--- config.mk ---
export PLATFORM = sky130hd
export DESIGN_NAME = port_connect_debouncer
export DESIGN_NICKNAME = d
export VERILOG_FILES = /design/src/hdl/pcd_pkg.sv /design/src/hdl/pcd_ram.sv /design/src/hdl/pcd_update.sv /design/src/hdl/port_connect_debouncer.sv
export VERILOG_INCLUDE_DIRS = /design/src /design/src/hdl
export SDC_FILE = /design/constraint.sdc
export NUM_CORES = 1
export LEC_CHECK = 0
export BUFFER_PORTS_ARGS = -buffer_cell sky130_fd_sc_hd__buf_4
export CAP_MARGIN = 20
export CORE_ASPECT_RATIO = 1.25
export CORE_MARGIN = 1.5
export CORE_UTILIZATION = 55
export DETAILED_ROUTE_END_ITERATION = 7
export PLACE_DENSITY_LB_ADDON = 0.1
export RECOVER_POWER = 100
export SYNTH_ARGS = -nofsm -noshare
export SYNTH_HDL_FRONTEND = slang
export SYNTH_SLANG_ARGS = --single-unit
--- constraint.sdc ---
create_clock -name aclk -period 4.2 [get_ports aclk]
set_input_delay 0.42 -clock aclk [delete_from_list [all_inputs] [get_ports aclk]]
set_output_delay 0.42 -clock aclk [all_outputs]
set_load 0.01 [all_outputs]
--- src/hdl/assert_macros.svh ---
// Assertion macros shared by the debouncer RTL.
// No dependencies; included by files that carry concurrent assertions.
`ifndef ASSERT_MACROS_SVH
`define ASSERT_MACROS_SVH

// Same-cycle implication, disabled while reset is asserted.
`define PCD_ASSERT_IMPL(label, clk, rstn, ante, cons, msg) \
    label: assert property (@(posedge clk) disable iff (!rstn) (ante) |-> (cons)) \
        else $error(msg);

// Next-cycle implication, disabled while reset is asserted.
`define PCD_ASSERT_NEXT(label, clk, rstn, ante, cons, msg) \
    label: assert property (@(posedge clk) disable iff (!rstn) (ante) |=> (cons)) \
        else $error(msg);

`endif

--- src/hdl/pcd_pkg.sv ---
// Shared types, widths and codes for the port connect debouncer.
// No dependencies; imported by every module of the block except pcd_ram.
package pcd_pkg;

    localparam int NUM_PORTS = 32;
    localparam int PORT_W    = 5;
    localparam int SLOT_W    = 6;
    localparam int CNT_W     = 8;
    localparam int PCNT_W    = 6;
    localparam int ACT_W     = 2;

    localparam logic [SLOT_W-1:0] MAX_SLOTS = SLOT_W'(32);
    localparam logic [CNT_W-1:0]  COUNT_CAP = CNT_W'(255);

    localparam logic [PCNT_W-1:0] PORT_COUNT_RST = PCNT_W'(32);
    localparam logic [CNT_W-1:0]  THRESHOLD_RST  = CNT_W'(3);

    // Operation codes carried on s_tuser.
    localparam logic OP_SAMPLE = 1'b0;
    localparam logic OP_RECORD = 1'b1;

    // Action codes of a result word.
    localparam logic [ACT_W-1:0] ACT_NONE    = 2'd0;
    localparam logic [ACT_W-1:0] ACT_ENUM    = 2'd1;
    localparam logic [ACT_W-1:0] ACT_RELEASE = 2'd2;

    // Configuration register indexes.
    localparam logic REG_PORT_COUNT = 1'b0;
    localparam logic REG_THRESHOLD  = 1'b1;

    localparam int IN_DATA_W  = 16;
    localparam int OUT_DATA_W = 24;

    typedef struct packed {
        logic              level;
        logic [CNT_W-1:0]  count;
        logic [SLOT_W-1:0] slot;
    } port_entry_t;

    localparam int ENTRY_W = $bits(port_entry_t);

    typedef struct packed {
        logic              write_en;
        port_entry_t       entry;
        logic [ACT_W-1:0]  action;
    } upd_result_t;

endpackage

--- src/hdl/pcd_ram.sv ---
// Generic single-write, single-read synchronous RAM with a registered read.
// No dependencies. A read of the address written in the same cycle returns old data.
module pcd_ram #(
    parameter int WIDTH = 8,
    parameter int DEPTH = 32
) (
    input  logic                     aclk,
    input  logic                     we,
    input  logic [$clog2(DEPTH)-1:0] waddr,
    input  logic [WIDTH-1:0]         wdata,
    input  logic                     re,
    input  logic [$clog2(DEPTH)-1:0] raddr,
    output logic [WIDTH-1:0]         rdata
);

    logic [WIDTH-1:0] mem [DEPTH];
    logic [WIDTH-1:0] rdata_reg;

    always_ff @(posedge aclk) begin
        if (we) begin
            mem[waddr] <= wdata;
        end
        if (re) begin
            rdata_reg <= mem[raddr];
        end
    end

    assign rdata = rdata_reg;

endmodule

--- src/hdl/pcd_update.sv ---
// Read-modify-write update of one port entry for a sample or a record word.
// Depends on pcd_pkg.
module pcd_update
    import pcd_pkg::*;
(
    input  logic              op,
    input  logic              connected,
    input  logic [SLOT_W-1:0] assigned_slot,
    input  logic              ignored,
    input  port_entry_t       entry_in,
    input  logic [CNT_W-1:0]  threshold,
    output upd_result_t       result
);

    logic             same_level;
    logic [CNT_W-1:0] cnt_new;

    assign same_level = (connected == entry_in.level);

    always_comb begin
        if (!same_level) begin
            cnt_new = CNT_W'(1);
        end else if (entry_in.count == COUNT_CAP) begin
            cnt_new = COUNT_CAP;
        end else begin
            cnt_new = entry_in.count + CNT_W'(1);
        end
    end

    always_comb begin
        result.write_en = !ignored;
        result.entry    = entry_in;
        result.action   = ACT_NONE;
        if (op == OP_SAMPLE) begin
            result.entry.level = connected;
            result.entry.count = cnt_new;
            if (cnt_new == threshold) begin
                if (connected) begin
                    if (entry_in.slot == '0) begin
                        result.action = ACT_ENUM;
                    end
                end else begin
                    // A disconnect at the threshold reports a release unless the port is ignored.
                    result.entry.slot = '0;
                    result.action     = ACT_RELEASE;
                end
            end
        end else begin
            if (assigned_slot <= MAX_SLOTS) begin
                result.entry.slot = assigned_slot;
            end
        end
        if (ignored) begin
            result.entry  = '0;
            result.action = ACT_NONE;
        end
    end

endmodule

--- src/hdl/port_connect_debouncer.sv ---
// Top level of the port connect debouncer: stream ports, config registers,
// entry RAM, forwarding and output register. Depends on pcd_pkg, pcd_ram, pcd_update.
//
// The block takes one word per cycle unless the output register is full and
// stalled, and returns exactly one result word for each. Per-port level, count
// and slot live in a 32-entry RAM with a registered read; the word is held in
// stage one for that read, then updated and written back as its result is
// loaded into the output register once that register is free. A word that
// follows one for the same port takes the written data from a forwarding
// path. A valid bit per entry, cleared by reset, makes never-written entries
// read as zero, so no clearing pass runs. Ports at or above port_count return
// a zero result and change nothing.
`include "assert_macros.svh"

module port_connect_debouncer
    import pcd_pkg::*;
(
    input  logic                  aclk,
    input  logic                  aresetn,
    input  logic                  s_tvalid,
    output logic                  s_tready,
    // Fields from bit 0 up: port[4:0], connected[5], assigned_slot[11:6], zero fill.
    input  logic [IN_DATA_W-1:0]  s_tdata,
    // Fields from bit 0 up: operation[0].
    input  logic                  s_tuser,
    output logic                  m_tvalid,
    input  logic                  m_tready,
    // Fields from bit 0 up: port_echo[4:0], action[6:5], current_slot[12:7],
    // stable_samples[20:13], zero fill.
    output logic [OUT_DATA_W-1:0] m_tdata,
    input  logic                  cfg_we,
    input  logic                  cfg_index,
    input  logic [CNT_W-1:0]      cfg_wdata
);

    logic [PCNT_W-1:0]    port_count_reg;
    logic [CNT_W-1:0]     threshold_reg;

    logic                 st1_valid_reg;
    logic                 st1_op_reg;
    logic [PORT_W-1:0]    st1_port_reg;
    logic                 st1_conn_reg;
    logic [SLOT_W-1:0]    st1_slot_reg;
    logic                 st1_entry_valid_reg;
    logic                 st1_fwd_hit_reg;
    port_entry_t          st1_fwd_entry_reg;

    logic [NUM_PORTS-1:0] entry_valid_reg;
    logic [NUM_PORTS-1:0] entry_valid_next;

    logic                  out_valid_reg;
    logic                  out_valid_next;
    logic [OUT_DATA_W-1:0] out_data_reg;

    logic                  in_accept;
    logic                  advance;
    logic [PORT_W-1:0]     in_port;
    logic                  in_conn;
    logic [SLOT_W-1:0]     in_slot;
    logic [ENTRY_W-1:0]    ram_rdata;
    port_entry_t           ram_entry;
    port_entry_t           merged_entry;
    logic                  ignored;
    logic                  wr_en;
    upd_result_t           upd;

    assign in_port = s_tdata[PORT_W-1:0];
    assign in_conn = s_tdata[PORT_W];
    assign in_slot = s_tdata[PORT_W+SLOT_W:PORT_W+1];

    assign advance   = st1_valid_reg && (!out_valid_reg || m_tready);
    assign s_tready  = !st1_valid_reg || advance;
    assign in_accept = s_tvalid && s_tready;

    // Configuration registers.
    always_ff @(posedge aclk) begin
        if (!aresetn) begin
            port_count_reg <= PORT_COUNT_RST;
            threshold_reg  <= THRESHOLD_RST;
        end else if (cfg_we) begin
            case (cfg_index)
                REG_PORT_COUNT: port_count_reg <= cfg_wdata[PCNT_W-1:0];
                REG_THRESHOLD:  threshold_reg  <= cfg_wdata;
                default:        ;
            endcase
        end
    end

    pcd_ram #(
        .WIDTH (ENTRY_W),
        .DEPTH (NUM_PORTS)
    ) u_entry_ram (
        .aclk  (aclk),
        .we    (wr_en),
        .waddr (st1_port_reg),
        .wdata (upd.entry),
        .re    (in_accept),
        .raddr (in_port),
        .rdata (ram_rdata)
    );

    assign ram_entry = st1_entry_valid_reg ? port_entry_t'(ram_rdata) : '0;
    assign merged_entry = st1_fwd_hit_reg ? st1_fwd_entry_reg : ram_entry;
    assign ignored = !({1'b0, st1_port_reg} < port_count_reg);

    pcd_update u_update (
        .op            (st1_op_reg),
        .connected     (st1_conn_reg),
        .assigned_slot (st1_slot_reg),
        .ignored       (ignored),
        .entry_in      (merged_entry),
        .threshold     (threshold_reg),
        .result        (upd)
    );

    assign wr_en = advance && upd.write_en;

    always_comb begin
        entry_valid_next = entry_valid_reg;
        if (wr_en) begin
            entry_valid_next[st1_port_reg] = 1'b1;
        end
    end

    // Stage one control; the held word waits here for its RAM read.
    always_ff @(posedge aclk) begin
        if (!aresetn) begin
            st1_valid_reg   <= 1'b0;
            entry_valid_reg <= '0;
        end else begin
            entry_valid_reg <= entry_valid_next;
            if (in_accept) begin
                st1_valid_reg <= 1'b1;
            end else if (advance) begin
                st1_valid_reg <= 1'b0;
            end
        end
    end

    // Stage one payload. A write to the same port in the accept cycle is
    // not seen by the RAM read, so it is captured here instead.
    always_ff @(posedge aclk) begin
        if (in_accept) begin
            st1_op_reg          <= s_tuser;
            st1_port_reg        <= in_port;
            st1_conn_reg        <= in_conn;
            st1_slot_reg        <= in_slot;
            st1_entry_valid_reg <= entry_valid_reg[in_port];
            st1_fwd_hit_reg     <= wr_en && (st1_port_reg == in_port);
            st1_fwd_entry_reg   <= upd.entry;
        end
    end

    always_comb begin
        out_valid_next = out_valid_reg;
        if (advance) begin
            out_valid_next = 1'b1;
        end else if (m_tready) begin
            out_valid_next = 1'b0;
        end
    end

    always_ff @(posedge aclk) begin
        if (!aresetn) begin
            out_valid_reg <= 1'b0;
        end else begin
            out_valid_reg <= out_valid_next;
        end
    end

    always_ff @(posedge aclk) begin
        if (advance) begin
            out_data_reg <= {3'b000, upd.entry.count, upd.entry.slot,
                             upd.action, st1_port_reg};
        end
    end

    assign m_tvalid = out_valid_reg;
    assign m_tdata  = out_data_reg;

    `PCD_ASSERT_IMPL(a_wr_needs_word, aclk, aresetn, wr_en, st1_valid_reg && !ignored, "RAM write without a held word for a port in use")
    `PCD_ASSERT_IMPL(a_stall_only_full, aclk, aresetn, !s_tready, st1_valid_reg && out_valid_reg && !m_tready, "input stalled while the pipeline can move")
    `PCD_ASSERT_NEXT(a_advance_shows, aclk, aresetn, advance, m_tvalid, "result word not presented after an update")
    `PCD_ASSERT_IMPL(a_ignored_zero, aclk, aresetn, advance && ignored, upd.action == ACT_NONE && upd.entry == '0, "ignored port produced a nonzero result")

endmodule

==> impl_metrics.env <==
export IMPL_ant_nets=0
export IMPL_cts_tree="yes"
export IMPL_ys_flop_type="edfxtp_1"
export IMPL_viasPerCell=6.27
export IMPL_slowest_stage="a2111oi_2"
export IMPL_final_cell_area_um2=26900
export IMPL_rows=85
export IMPL_fin_cells=1911
export IMPL_hpwlAfterDp_mm=31.7
export IMPL_io_pins=57
export IMPL_rsz0062_at_grt="false"
export IMPL_worstPathCellList="ha_1, a21o_1, a21o_1, a21o_1, a21o_2, a2111oi_2, clkbuf_1"
export IMPL_synth_edf_count=546
export IMPL_die_area_um2=44600
export IMPL_vias=12000
export IMPL_ys_types=74
export IMPL_wl_mm=54.6
export IMPL_die_h_um=236
export IMPL_grt_first_pass_wirelength_mm=80.2
export IMPL_largest_reg_flops=480
export IMPL_cts_hold_buffers=3
export IMPL_path_class="reg -> reg"
export IMPL_period_share=0.927
export IMPL_clock_latency_ns=0.59
export IMPL_antenna_cells=0
export IMPL_worst_pin_slew_ns=3.11
export IMPL_yosys_top_cells_area="edfxtp_1, mux4_2, dfxtp_1"
export IMPL_gp_congestion=0.852
export IMPL_leakagePower_nw=8.61
export IMPL_arrival_ns=4.10
export IMPL_synth_top_area_frac=0.688
export IMPL_synth_cells=1192
export IMPL_cts_setup_buffers=0
export IMPL_hold_viol=0
export IMPL_clk_path_buf_depth=3
export IMPL_maxCapViolations=4
export IMPL_io_buffer_count=49
export IMPL_ys_seq_elements=594
export IMPL_cts_root_buf="clkbuf_16"
export IMPL_nFillCells=3030
export IMPL_finalMaxSlewViolations=120
export IMPL_dieWidth_um=189
export IMPL_drt_pass1_iter_count=5
export IMPL_area_delta_synth_final_pct=12.8
export IMPL_yosysWarnings=0
export IMPL_drt_iter0_markers=907
export IMPL_layout_nets=1337
export IMPL_cts_buffers_inserted=56
export IMPL_path_buf_inv=1
export IMPL_async_flop_share=0
export IMPL_dpl_instance_area_um2=25600
export IMPL_status="complete, but fails checks"
export IMPL_finalSetupViolCount=0
export IMPL_multi_input_area_um2=6200
export IMPL_violations="max-capacitance violations, max-slew violations"
export IMPL_register_area_um2=17400
export IMPL_path_clk_slew_ns=0.06
export IMPL_crit_required_ns=4.40
export IMPL_post_synth_cell_area_avg_um2=20.0
export IMPL_min_period_ns=3.89
export IMPL_first_global_vias=12200
export IMPL_htreeDepth=2
export IMPL_crit_family="compound AO/OA/AOI/OAI gates"
export IMPL_timing_fmax_ghz=0.257
export IMPL_worstSetupStartpointType="flip-flop"
export IMPL_layout_drive_gt1_share=0.264
export IMPL_grt_max_degree=54
export IMPL_hold_class="in -> reg"
export IMPL_crit_fanout=12
export IMPL_post_cts_resized=0
export IMPL_p_per_area_nw_per_um2=457
export IMPL_max_stage_delay_ns=0.91
export IMPL_ir_drop_mv=0.325
export IMPL_relSlewSlack=-1.07
export IMPL_wire_per_inst_um=28.6
export IMPL_cp_end_kind="flip-flop"
export IMPL_track_usage=0.251
export IMPL_synth_top_area_cell="edfxtp_1"
export IMPL_seq_area_frac_synth=0.729
export IMPL_place_inst=1801
export IMPL_start_util=0.556
export IMPL_gr_total_overflow=0
export IMPL_clock_sinks=594
export IMPL_crit_top_cell="a21o_1"
export IMPL_antenna_found_initial=3
export IMPL_synth_area_um2=23800
export IMPL_core_area_um2=42900
export IMPL_drc_errors=0
export IMPL_clock_skew_ns=0.0163
-- layout make-up --
class / count / share of cell area
sequential: 594 / 0.646
multi-input combinational: 506 / 0.231
clock buffer: 75 / 0.0567
timing repair buffer: 126 / 0.0295
tap: 565 / 0.0263
clock inverter: 28 / 0.00815
inverter: 17 / 0.00238
-- Yosys cell counts, types with 3 or more instances --
master	number
buf_6	3
buf_4	4
and4b_1	3
nand2_1	42
mux2i_1	6
a22o_1	8
edfxtp_1	546
clkbuf_1	45
a211oi_1	18
nand3b_1	3
a22oi_1	4
and2_1	7
a2111oi_2	13
nor2_1	27
nand2b_1	4
o21a_1	30
nor2b_1	8
a21o_1	5
xor2_1	6
o22ai_1	3
nor3_1	6
buf_1	16
xnor2_1	6
buf_2	8
nor4_1	3
mux2_2	16
dfxtp_1	48
o21ai_0	18
a21oi_1	25
and3_1	3
nand3_1	25
inv_1	16
ha_1	5
mux4_2	160
o211ai_1	3
-- through the flow --
stage                     power, mW  worst slack, ns  utilization  setup TNS (ns)  hold WS [ns]
after floorplan                7.28           -0.334            -          -10.27         0.422
after global placement         7.63            0.673        0.598               0         0.441
after detailed placement       7.65            0.629        0.598               0         0.439
after CTS                      12.4            0.608        0.640               0      0.000410
after global routing           12.6            0.134        0.627               0        0.0264
final                          12.3            0.307        0.627               0        0.0485
-- where the power goes --
part | internal, mW | switching, mW | total, mW
registers | 6.61 | 0.0413 | 6.65
logic | 0.295 | 0.518 | 0.814
clock network | 2.72 | 2.08 | 4.80
-- logic make-up after synthesis --
| logic type | after synthesis | synth area share |
|---|---|---|
| flip-flops | 594 | 0.729 |
| multiplexers | 182 | 0.161 |
| AND/OR/NAND/NOR | 153 | 0.0361 |
| AO/OA/AOI/OAI | 151 | 0.0497 |
| buffers and inverters | 94 | 0.0169 |
| XOR/XNOR | 12 | 0.00441 |
| adder cells (fa/ha/maj) | 5 | 0.00263 |
| other | 1 | 0.000157 |
-- cells in the final DEF (no fill, tap or decap), types with 6 or more instances in the layout --
| cell type | count |
|---|---|
| nor2b_1 | 8 |
| nand3_1 | 25 |
| a22o_1 | 8 |
| clkbuf_8 | 6 |
| inv_1 | 16 |
| a211oi_4 | 7 |
| a211oi_1 | 11 |
| mux2i_1 | 6 |
| clkbuf_2 | 33 |
| mux2_1 | 9 |
| clkinv_1 | 14 |
| clkbuf_16 | 56 |
| edfxtp_1 | 546 |
| nor2_1 | 25 |
| dlygate4sd3_1 | 6 |
| and2_1 | 6 |
| nor3_1 | 6 |
| a2111oi_0 | 8 |
| o21ai_0 | 18 |
| clkinv_2 | 8 |
| o21a_1 | 30 |
| mux4_2 | 160 |
| xnor2_1 | 6 |
| buf_4 | 28 |
| clkbuf_4 | 10 |
| nand2_1 | 42 |
| dfxtp_1 | 48 |
| mux2_2 | 7 |
| xor2_1 | 6 |
| a21oi_1 | 20 |
| clkbuf_1 | 56 |
-- worst reg2reg max path: cells and delay by family, from the launching register on --
family | cells | cell delay, ns
AOI/OAI and AO/OA | 5 | 1.75
adders and majority gates | 1 | 0.35
buffers and inverters | 1 | 0.81
DFF | 1 | 0.59
-- layer usage --
metal,share of wire,vias up,track usage
li1,-,5161,-
met1,0.41,6342,0.346
met2,0.51,390,0.418
met3,0.056,82,0.0385
met4,0.027,2,0.0789
met5,0.00024,-,0
-- final timing paths --
path                       start                     end  slack [ns]  depth (start not counted)
max              st1_port_reg[1]  u_entry_ram.mem[17][4]        0.31                          7
max reg2reg      st1_port_reg[1]  u_entry_ram.mem[17][4]        0.31                          7
min                      s_tuser              st1_op_reg        0.05                          1
min reg2reg  entry_valid_reg[28]     entry_valid_reg[28]        0.45                          2
Power figures use the tool's default switching activity.
